<file path="config.mk">
export PLATFORM = sky130hd
export DESIGN_NAME = gbw_fifo
export DESIGN_NICKNAME = d
export VERILOG_FILES = /design/src/rtl/core/gbw_pkg.sv /design/src/rtl/core/gbw_fifo.sv
export SDC_FILE = /design/constraint.sdc
export NUM_CORES = 1
export LEC_CHECK = 0
export BUFFER_PORTS_ARGS = -buffer_cell sky130_fd_sc_hd__buf_4
export CAP_MARGIN = 10
export CORE_MARGIN = 3
export CORE_UTILIZATION = 52
export CTS_CLUSTER_SIZE = 25
export DETAILED_ROUTE_END_ITERATION = 12
export GPL_TIMING_DRIVEN = 0
export PLACE_DENSITY = 0.77
export SLEW_MARGIN = 5
export SYNTH_ARGS = -nofsm -noshare
export SYNTH_HDL_FRONTEND = slang
export SYNTH_SLANG_ARGS = --single-unit
</file>
<file path="constraint.sdc">
create_clock -name clk -period 4.2 [get_ports clk]
set_input_delay 0.21 -clock clk [delete_from_list [all_inputs] [get_ports clk]]
set_output_delay 0.21 -clock clk [all_outputs]
set_load 0.02 [all_outputs]
</file>
<file path="src/rtl/core/gbw_pkg.sv">
// Shared types, constants and helper functions for the Gaussian blur window.
`timescale 1ns / 1ps
package gbw_pkg;

    localparam int PIX_W      = 8;
    localparam int COL_W      = 12;
    localparam int FH_W       = 13;
    localparam int ROW_W      = 14;
    localparam int SLOT_W     = 3;
    localparam int WC_W       = 17;
    localparam int WD_W       = 16;
    localparam int WW_W       = 2 * WC_W;
    localparam int ACC_W      = 48;
    localparam int CFG_IDX_W  = 3;
    localparam int CFG_DATA_W = 17;

    // Register indexes of the configuration port
    localparam logic [CFG_IDX_W-1:0] CFG_FRAME_WIDTH  = 3'd0;
    localparam logic [CFG_IDX_W-1:0] CFG_FRAME_HEIGHT = 3'd1;
    localparam logic [CFG_IDX_W-1:0] CFG_WEIGHT_CTR   = 3'd2;
    localparam logic [CFG_IDX_W-1:0] CFG_WEIGHT_ONE   = 3'd3;
    localparam logic [CFG_IDX_W-1:0] CFG_WEIGHT_TWO   = 3'd4;
    localparam logic [CFG_IDX_W-1:0] CFG_WEIGHT_THREE = 3'd5;

    // Input item codes
    localparam logic FUNC_PIXEL = 1'b0;
    localparam logic FUNC_FLUSH = 1'b1;

    typedef struct packed {
        logic [COL_W-1:0] frame_width;
        logic [FH_W-1:0]  frame_height;
        logic [WC_W-1:0]  weight_center;
        logic [WD_W-1:0]  weight_one;
        logic [WD_W-1:0]  weight_two;
        logic [WD_W-1:0]  weight_three;
    } cfg_t;

    typedef struct packed {
        logic             func;
        logic [PIX_W-1:0] pixel;
    } pix_item_t;

    typedef struct packed {
        logic [PIX_W-1:0] blurred_pixel;
        logic             last_of_frame;
    } blur_item_t;

    // Work for the back end: an optional line-store write and an optional result
    typedef struct packed {
        logic              wr_en;
        logic [SLOT_W-1:0] wr_slot;
        logic [COL_W-1:0]  wr_col;
        logic [PIX_W-1:0]  wr_data;
        logic              emit;
        logic [ROW_W-1:0]  out_row;
        logic [COL_W-1:0]  out_col;
        logic [SLOT_W-1:0] out_slot;
        logic              last;
    } job_t;

    function automatic logic [COL_W-1:0] eff_width(input logic [COL_W-1:0] fw,
                                                   input int unsigned max_w);
        logic [COL_W-1:0] res;
        if (fw == '0)
            res = COL_W'(1);
        else if (32'(fw) > max_w)
            res = COL_W'(max_w);
        else
            res = fw;
        return res;
    endfunction

    function automatic logic [FH_W-1:0] eff_height(input logic [FH_W-1:0] fh);
        return (fh == '0) ? FH_W'(1) : fh;
    endfunction

    function automatic logic [SLOT_W-1:0] slot_inc(input logic [SLOT_W-1:0] s,
                                                   input logic [SLOT_W-1:0] top);
        return (s == top) ? '0 : SLOT_W'(s + 1'b1);
    endfunction

    function automatic logic [WC_W-1:0] weight_at(input cfg_t c, input logic [1:0] d);
        logic [WC_W-1:0] res;
        unique case (d)
            2'd0:    res = c.weight_center;
            2'd1:    res = {1'b0, c.weight_one};
            2'd2:    res = {1'b0, c.weight_two};
            default: res = {1'b0, c.weight_three};
        endcase
        return res;
    endfunction

endpackage

</file>
<file path="src/rtl/core/gbw_fifo.sv">
// Two-entry job queue between the front end and the back end.
`timescale 1ns / 1ps
module gbw_fifo import gbw_pkg::*; (
    input  logic clk,
    input  logic rst_n,
    input  logic push,
    input  job_t din,
    input  logic pop,
    output job_t dout,
    output logic full,
    output logic nonempty
);
    job_t       mem_reg [2];
    logic       wp_reg, rp_reg;
    logic [1:0] cnt_reg, cnt_next;

    assign full     = (cnt_reg == 2'd2);
    assign nonempty = (cnt_reg != 2'd0);
    assign dout     = mem_reg[rp_reg];

    always_comb
    begin
        cnt_next = cnt_reg;
        if (push && !pop)
            cnt_next = cnt_reg + 2'd1;
        else if (pop && !push)
            cnt_next = cnt_reg - 2'd1;
    end

    // Advance pointers and count
    always_ff @(posedge clk or negedge rst_n)
    begin
        if (!rst_n)
        begin
            wp_reg  <= 1'b0;
            rp_reg  <= 1'b0;
            cnt_reg <= 2'd0;
        end
        else
        begin
            if (push)
                wp_reg <= ~wp_reg;
            if (pop)
                rp_reg <= ~rp_reg;
            cnt_reg <= cnt_next;
        end
    end

    // Store entries
    always_ff @(posedge clk)
    begin
        if (push)
            mem_reg[wp_reg] <= din;
    end
endmodule

</file>
# Word level (Yosys, flattened, before mapping)
# Memory sizes are Yosys's and may differ from the RTL's.
# Index checks and enable logic that the tools add are counted.
[classes]
addsub = 2
n_eq_ne = 1
mux = 4
n_bitwise = 2
n_reduce_logical = 6
[ops]
columns = ["cell", "count"]
rows = [
  ["$mux W2", 2],
  ["$reduce_bool A2 Y1", 2],
  ["$add A2 B1 Y2 const B", 1],
  ["$eq A2 B2 Y1 const B", 1],
  ["$logic_and A1 B1 Y1", 2],
  ["$logic_not A1 Y1", 2],
  ["$mux W1", 2],
  ["$not A1 Y1", 2],
  ["$sub A2 B1 Y2 const B", 1],
]
[word_totals]
register_bits = 4
ramBits = 110
input_bits = 59
out_inout_bits = 57
n_memories = 1
[memory_table]
columns = ["memory", "words", "word_bits", "read_ports", "rd_ports_with_merged_regs", "write_ports", "line", "source"]
rows = [
  ["mem_reg", 2, 55, 1, 0, 1, "gbw_fifo.sv:13", "job_t mem_reg [2];"],
]

# Logic depth before layout (Yosys ltp)
# Gate-level depths: netlist of the first run.
[logic_depth]
depth_word = 4
mapped_depth = 5

# Worst setup path before layout of the first run
# No wires, ideal clock.
[synth_path]
path_kind = "reg-to-reg"
from = "register wp_reg"
to = "memory mem_reg[0][0] (netlist name) (enable)"
setup_ns = 0.475
arrival_time_ns = 2.852
slack_ns = 0.874
stages_incl_launch_ff = 2
path_buffers = 0
synth_period_minus_slack_ns = 3.326
path_cell_list = "dfrtp_1 -> nor2b_1"
[synth_lines]
columns = ["element", "line", "source"]
rows = [
  ["from (decl)", "gbw_fifo.sv:14", "logic wp_reg, rp_reg;"],
  ["from (signal assigned)", "gbw_fifo.sv:42", "wp_reg <= ~wp_reg;"],
  ["to (decl)", "gbw_fifo.sv:13", ""],
]
# No word-level cell before the write port.

==> results, run 1 <==
- The flow ran to the end, and the final reports show no timing, DRC or antenna violations.
- After clock tree synthesis, the clock-pin slew on the worst setup and hold paths is about 0.050 ns.
- The synthesized netlist net count is 247.
- The worst min-delay path category is in2async.
- Once detailed placement completed, the half-perimeter wirelength came to around 4800 um.
- The clock network latency to the later pin of the worst-skew pair is roughly 0.48 ns.
- The cell with the largest stage delay on the worst path is dfrtp_1.
- In the post-synthesis netlist, the biggest area contributors are edfxtp_1 76%, mux2_4 14%, mux2_2 3.9%.
- The post-synthesis adder-cell area fraction is 0.2894%.
- The remaining antenna violation count after routing is 0.
- The flop-to-flop setup slack is roughly 2.7 ns.
- The floorplan step set the die height to 97.18 um.
- The wire length after detailed routing is a little over 8000 um.
- Setup repair after global routing left no endpoint under its margin.
- Global routing finished with a remaining overflow of 0.
- The number of hold violations in the final report is 0.
- The wire length of the first global-routing pass is ~14000 um.
- The initial antenna violation count came to 0.
- The power per unit of standard cell area is approximately 680 mW/mm^2.
- Summed over all nets, the switching power comes to between 1 and 1.5 mW.
- The number of top-level pins is between 100 and 150.
- The kind of launch point of the worst setup path is a flip-flop.
- The portion of synthesized area spent on multiplexers is approximately 18%.
- In this run, placement finished with an instance count of around 400.
- The share of final-layout standard cells stronger than drive strength 1 is 52.93%.
- Of the total synthesized cell area, the portion taken by AND, OR, NAND and NOR gates is less than 1%.
- Entering global routing, the biggest net connects 56 pins.
- After the last flow step, the layout net total stands at approximately 440.
- The placer's final routability congestion estimate is around 0.70.
- The flop and latch count out of synthesis is roughly 110.
- The repair_antennas step left the layout with diodes totalling 0.
- The most instantiated library cell after synthesis is edfxtp_1.
- The kind of cell adding the most delay to the critical path is buffers and inverters.
- The share of the synthesized netlist area taken by xor and xnor gates is under 10%.
- The overall routing resource usage is 18.71%.
- The die outline area is around 0.0094 sq mm.
- The critical path is of the reg2out type.
- Clock tree synthesis found a total of roughly 110 sinks.
- STA classifies the critical path endpoint as a primary output.
- The total of warnings raised by yosys is 0.
- The CTS tree is done.
- The endpoint identified for the worst register-to-register timing path is mem_reg[1][21].
- Post-CTS repair changed the size of 0 cells.
- The region available for standard cell placement spans a little under 0.008 sq mm.
- The data arrival time of the critical path is roughly 1.7 ns.
- In this run, the clock network consumes between 20 and 30% of the power.
- On the worst path, the slowest cell contributes a delay of approximately 0.35 ns.
- For the worst flop-to-flop path, the logic depth is 1.
- From synthesis to final layout, the design area changed by 50.13%.
- For the final routed database, the setup TNS stands at 0 ns.
- The initial utilization of the core area, before any placement, comes to 54.81%.
- The sequential fraction of design power is 35.9%.
- The clock passes through at most 2 buffers.
- The horizontal die dimension is between 90 and 100 um.
- The number of different library cells used by synthesis comes to 14.
- Of all nets on the critical path, the largest fanout is 10.
- The worst-case IR drop observed on VDD is about 0.52 mV.
- The commonest cells after synthesis are 110 x edfxtp_1, 40 x mux2_4, 15 x mux2_2.
- The count of buffers added on input and output ports is 115.
- The buffer and inverter count on the worst path is 3.
- For the finished layout, the period the worst path requires is ~1.9 ns.
- Once routing completed, OpenROAD measured the worst setup slack at between 2 and 2.5 ns.
- The synthesized-area fraction occupied by ao, oa, aoi and oai cells is 0%.
- The routed layout has ~2400 vias.
- The share of the cycle needed by the critical path after routing is between 40% and 50%.
- In the synthesized netlist the async set-or-reset flop fraction comes to 3.509%.
- The internal power summed over all cells is roughly 3.1 mW.
- The number of cells in the finished layout apart from fillers is ~500.
- Dividing the detail-routed via count by the number of cells gives ~4.8.
- Setup violations remaining at the end of the flow were counted as 0.
- The launching point of the worst reg2reg path is wp_reg.
- In this design, the critical path's most frequently occurring cell is buf_6.
- The worst clock skew is 0.006063 ns.
- OpenSTA, run right after detailed placement, puts the worst setup slack at around 2.7 ns.
- The sequential share of the synthesized area is just under 80%.
- Each instance of the synthesized netlist takes up on average 23.12 sq um.
- After floorplanning, the core was divided into 32 placement rows.
- In the synthesized netlist, the number of instances is roughly 190.
- For this run, the detailed router's first-pass iteration total came to 4.
- The count of flip-flops with a built-in enable after synthesis is 110.
- In the routed design, unresolved DRC markers number 0.
- After synthesis, the largest family of logic cells by area is multiplexers.
- Max-cap violations in this run came to 0.
- The headroom to the max-slew limit is approximately 50%.
- The number of max-slew violations in the final report is 0.
- The leakage power of the design is between 2 and 3 nW.
- Dividing the detail-routed wire length by the instance count gives around 17 um.
- The most common flop cell mapped by yosys is edfxtp_1.
- The register with the most flip-flops in the layout has 110 of them.
- The worst path required time is ~4.0 ns.
- The root buffer cell chosen for the clock tree is clkbuf_8.
- Walking the worst path, the cells encountered are buf_6, buf_6, mux2_4, buf_4.
- Static timing analysis puts the maximum clock frequency at 0.5293 GHz.
- The combined area of all synthesized cells is 0.004323 sq mm.
- The relative contribution of combinational cells to total power is a little over a third.
- The via count of the first global-routing pass is ~2600.
- The biggest area consumer among synthesized cells is edfxtp_1.
- Summed over its instances, the top area cell type makes up around 76% of the synthesized netlist area.
- At the pin with the least slew margin, the transition time is approximately 0.75 ns.
- In this run switching power makes up between 20% and 30% of total power.
- The number of buffers created by CTS is 17.
- The first routing iteration left between 100 and 150 violations.
- The H-tree generated during clock tree synthesis spans 4 levels.
placed cells by master, fill, tap and decap left out:
cell,Yosys,layout
and2_4,0,1
clkinvlp_4,0,2
buf_4,0,115
nor2b_4,0,1
mux2_2,15,15
clkbuf_1,0,1
clkinv_4,0,1
clkbuf_16,0,16
mux2_4,40,40
clkbuf_8,0,1
inv_1,1,1
bufinv_16,0,2
xor2_1,4,4
clkinv_2,0,5
edfxtp_1,110,110
nor2b_1,2,1
dfrtp_1,4,4
buf_2,1,1
xnor2_1,1,1
clkinv_1,0,3
or2_2,1,1
ha_1,1,1
nor2_1,1,1
buf_12,0,1
buf_6,5,5
buf_16,0,1
dlygate4sd3_1,0,58
power by group through the flow:
| stage | Combinational, mW | Sequential, mW | Clock [mW] |
|---|---|---|---|
| global route | 1.63 | 1.60 | 1.37 |
| CTS | 1.56 | 1.58 | 1.30 |
| floorplan | 0.978 | 1.59 | 0 |
| global placement | 1.47 | 1.61 | 0 |
| finish | 1.55 | 1.58 | 1.28 |
| detailed placement | 1.51 | 1.60 | 0 |
worst max path at each step:
stage / from / endpoint / depth (start not counted)
final: rp_reg / dout[34] / 4
after global routing: rp_reg / dout[34] / 4
after CTS: rp_reg / dout[34] / 4
after detailed placement: wp_reg / mem_reg[1][8] / 1
after global placement: wp_reg / mem_reg[0][8] / 1
after floorplan: wp_reg / mem_reg[0][0] / 1
kinds of logic after synthesis:
family                     after synthesis
DFF                                    114
muxes                                   55
xor gates and xnor gates                 5
adders and majority gates                1
and+or+nand+nor                          5
buffers and inverters                    7
through the flow:
stage / power (mW) / util [%] / instance area (sq um) / hold slack [ns]
floorplan: 2.572 / - / 4323 / -0.08559
global placement: 3.081 / 67.37 / 5314 / 0.009547
detailed placement: 3.113 / 68.10 / 5371 / 0.01104
CTS: 4.448 / 82.28 / 6490 / 0.02291
global route: 4.610 / 82.28 / 6490 / 0.05055
finish: 4.406 / 82.28 / 6490 / 0.07015
metal layers:
metal | part of all wire (%) | track usage (%)
met3 | 6.3 | 5.599
met1 | 38 | 21.54
met5 | 0 | 0
met2 | 56 | 33.17
met4 | 0.35 | 6.479
what timing repair did:
| item | 4_1_cts | 5_1_grt |
|---|---|---|
| buffers inserted | 0 | 0 |
| hold buffers | 58 | 0 |
| hold endpoints to repair | 116 | 0 |
cell type report:
type	count	area, sq um
Multi-Input combinational cell	66	864.6
Inverter	1	3.754
Sequential cell	114	3403
Clock buffer	18	417.9
Clock inverter	13	120.1
Fill cell	388	1398
Timing Repair Buffer	175	1491
Buffer	6	61.31
Tap cell	102	127.6
No activity file was read; power rests on OpenSTA's default activity.
==> run 2, diff against run 1 <==
--- a/config.mk
+++ b/config.mk
@@ -5,6 +5,7 @@
 export SDC_FILE = /design/constraint.sdc
 export NUM_CORES = 1
 export LEC_CHECK = 0
+export ABC_AREA = 1
 export BUFFER_PORTS_ARGS = -buffer_cell sky130_fd_sc_hd__buf_4
 export CAP_MARGIN = 10
 export CORE_MARGIN = 3
==> constraint.sdc (replaced) <==
create_clock -name clk -period 1.8 [get_ports clk]
set_input_delay 0.09 -clock clk [delete_from_list [all_inputs] [get_ports clk]]
set_output_delay 0.09 -clock clk [all_outputs]
set_load 0.02 [all_outputs]
==> run 2 against run 1 <==
Against the previous run: flip-flop and latch count unchanged; synthesized cell count increased by 4.8%; area after synthesis increased by 0.41%; total power increased by 130%; count of clock-buffer cells in the layout unchanged; via count increased by 4.0%; largest cell class unchanged.
==> results, run 2 <==
- The placer's final routability congestion estimate is just over 0.7.
- The share of the cycle needed by the critical path after routing is 97.34%.
- After detailed routing, the number of vias per cell comes to roughly 4.9.
- After detailed routing, the average wire length per cell comes to around 17 um.
- Derived from the worst setup path, the maximum achievable clock frequency is between 0.5 and 0.6 GHz.
- The worst supply voltage drop on vdd is between 1 and 1.5 mV.
- In this run the power density over the cells is approximately 1600 mW/mm^2.
- The first global-routing pass estimated around 14000 um of wire.
- At the worst endpoint, the required time is roughly 1.7 ns.
- Of all nets on the critical path, the largest fanout is 9.
- The number of cells in the finished layout apart from fillers is approximately 500.
- The net count of the finished layout is about 460.
- The most instantiated library cell after synthesis is edfxtp_1.
- Measured along the x axis, the die boundary spans about 100 um.
- The effective utilization at floorplan is approximately 55%.
- The number of max-cap violations is 0.
- The slew at the pin closest to its max-slew limit is 0.7237 ns.
- After global routing the overflow that remains totals 0.
- The area taken by multi-input logic gates is around 860 sq um.
- After floorplanning, the core was sized to cover ~0.0079 sq mm.
- In this design, the stage delay of the slowest critical-path cell is ~0.37 ns.
- In the layout the commonest cells are 118 x buf_4, 110 x edfxtp_1, 59 x dlygate4sd3_1.
- The largest total area in the synthesized netlist belongs to edfxtp_1.
- Along the worst hold path, the cell count comes to 2.
- The synthesized design contains about 110 register bits.
- Counting every net in the synthesized netlist gives ~260.
- The overall routing resource usage is between 10% and 20%.
- The worst-case hold slack is approximately 0.33 ns.
- Counting flops with an async set or reset pin after synthesis yields a share of under 10%.
- By count the netlist is led by 110 x edfxtp_1, 40 x mux2_4, 15 x mux2_2.
- The number of DRC violations after detailed-routing iteration 0 is 100.
- TritonCTS built the clock tree.
- The synthesis-to-finish area growth is 51.02%.
- The number of core rows is 32.
- The power after layout is roughly 10 mW.
- The path class of the tightest hold or removal check is in2reg.
- The cell repeated most along the worst path is buf_4.
- The buffer levels on the longest clock path is 2.
- In this run the vertical extent of the chip is 97.36 um.
- The number of max-slew violations in the final report is 0.
- During I/O placement, the number of pins put on the boundary was ~120.
- The die covers between 0.009 and 0.01 sq mm.
- Of the post-synthesis cell area, the dominant cell type holds 76.10%.
- The number of H-tree branching levels is 4.
- After clock tree synthesis, the clock-pin slew on the worst setup and hold paths is about 0.05 ns.
- In this run the tightest slew margin relative to its limit is around half.
- Setup violations remaining at the end of the flow were counted as 0.
- In the routed design, unresolved DRC markers number 0.
- The number of flip-flops under the largest register name is 110.
- The via count of the first global-routing pass is 2835.
- For this run, the detailed router's first-pass iteration total came to 4.
- The clock reaches the later pin of the worst-skew pair after between 0.4 and 0.5 ns.
- The number of hold violations in the final report is 0.
- The number of buffers created by CTS is 17.
- Clock skew on the completed layout was measured at about 0.0081 ns.
- The sequential share of the synthesized area is ~78%.
- The start-to-end type of the worst setup path is reg2out.
- In this run, synthesis inferred 110 flip-flops with an integrated enable.
- Setup repair after global routing could not meet its margin everywhere.
- The clock root buffer is clkbuf_8.
- The largest net degree at the start of global routing is 30.
- CTS saw 114 sinks.
- The via total after detailed routing is about 2500.
- The run finished with clean final reports.
- STA classifies the critical path startpoint as a flip-flop.
- The signal on the critical path passes through buf_8, buf_4, mux2_2, buf_4.
- The wire length after detailed routing is 8649 um.
- The kind of capture point of the worst setup path is a primary output.
- The remaining antenna violation count after routing is 0.
- Registers take 0.003403 sq mm.
- The total of warnings raised by yosys is 0.
- The layout has about 380 filler cells.
- The mapped netlist covers 0.004340 sq mm.
- The analysis attributes to cell leakage a power of roughly 2.7 nW.
- Of the cells placed in the final design, the portion with a size suffix greater than 1 is between 50% and 60%.
- The instance count of the mapped netlist is between 150 and 200.
- The largest individual stage delay along the critical path comes from the cell dfrtp_1.
- The mean instance size in the synthesized netlist is approximately 22 sq um.
- The length in cells of the worst reg-to-reg path is 2.
- The clock period could shrink to 1.752 ns.
- During placement, the flow inserted port buffers numbering around 120.
- Yosys mapped the design onto 14 distinct sky130hd cell types.
- At the worst endpoint, the arrival time is 1.66 ns.
- The placed wire-length estimate is a little under 5000 um.
- The most common cell after layout, fill and taps aside is buf_4.
- The initial antenna violation count is 0.
- The most common flop cell mapped by yosys is edfxtp_1.
- The cell count after placement is ~410.
- The antenna diode instance count is 0.
- By area the synthesized netlist is led by edfxtp_1 76%, mux2_4 14%, mux2_2 3.9%.
[run 2: changes by cell type after synthesis, sizes merged]
cell,delta
nand3,+1
and2,-1
or2,-1
nor2b,-2
nand4,+1
nor2,+1
xor2,-2
nand2,+6
inv,+6
[run 2: timing repair]
item / in CTS / in global routing
pin swaps: 0 / 1
setup buffers: 0 / 4
setup endpoints to repair: 57 / 71
hold buffers: 59 / 0
endpoints found under the hold margin: 117 / 0
gates cloned: 1 / 1
gates resized for setup: 2 / 10
[run 2: layer usage]
metal / global-route usage [%] / share of wire, % / up-vias
li1: - / - / 1170
met1: 21.71 / 40 / 1217
met2: 34.00 / 54 / 98
met3: 5.743 / 5.6 / 7
met4: 5.751 / 0.73 / 0
met5: 0 / 0 / -
[run 2: critical path: cells and delay by family (launching register included)]
| kind | cells | cell delay (ns) |
|---|---|---|
| buf+inv | 3 | 0.47 |
| mux | 1 | 0.34 |
| flops | 1 | 0.37 |
[run 2: cell type report]
| class | count | share of cell area, % |
|---|---|---|
| flip-flops and latches | 114 | 51.92 |
| repair buffers | 179 | 23.00 |
| multi-input cells | 70 | 13.17 |
| clock buffers | 18 | 6.375 |
| well taps | 102 | 1.947 |
| plain buffers | 6 | 1.565 |
| clock inverters | 12 | 1.451 |
| inverters | 7 | 0.4581 |
| repair inverters | 1 | 0.1145 |
[run 2: per-stage QoR]
| step | TNS [ns] | cell area [sq um] | utilization, % | setup slack (ns) |
|---|---|---|---|---|
| floorplan | 0 | 4352 | - | 0.09895 |
| global placement | -38.96 | 5343 | 67.39 | -0.3966 |
| detailed placement | -21.19 | 5363 | 67.65 | -0.3869 |
| CTS | -0.01276 | 6477 | 81.71 | -0.003729 |
| global route | -0.1297 | 6555 | 82.69 | -0.01211 |
| finish | 0 | 6555 | 82.69 | 0.04784 |
[run 2: cells by family (layout without fill, tap and decap cells)]
family	count (synthesis)	count (layout)	share of synthesized area [%]
flops	114	114	78.41
simple gates	10	11	0.9513
buf+inv	13	223	2.018
xor+xnor	3	3	0.6055
fa+ha+maj	1	1	0.2882
mux	55	55	17.73
[run 2: worst paths after layout]
check	start	to	slack [ns]
setup / recovery	rp_reg	dout[47]	0.05
hold / removal	din[20]	mem_reg[1][20]	0.33
setup reg to reg	wp_reg	mem_reg[1][15]	0.10
hold reg to reg	cnt_reg[1]	cnt_reg[1]	0.50
max in group asynchronous	rst_n	rp_reg	1.10
min in group asynchronous	rst_n	cnt_reg[0]	0.51
[run 2: report_power, final]
group	switching, mW	internal, mW
combinational	1.86	1.95
clock	1.05	1.79
sequential	0.172	3.54
total	3.08	7.27
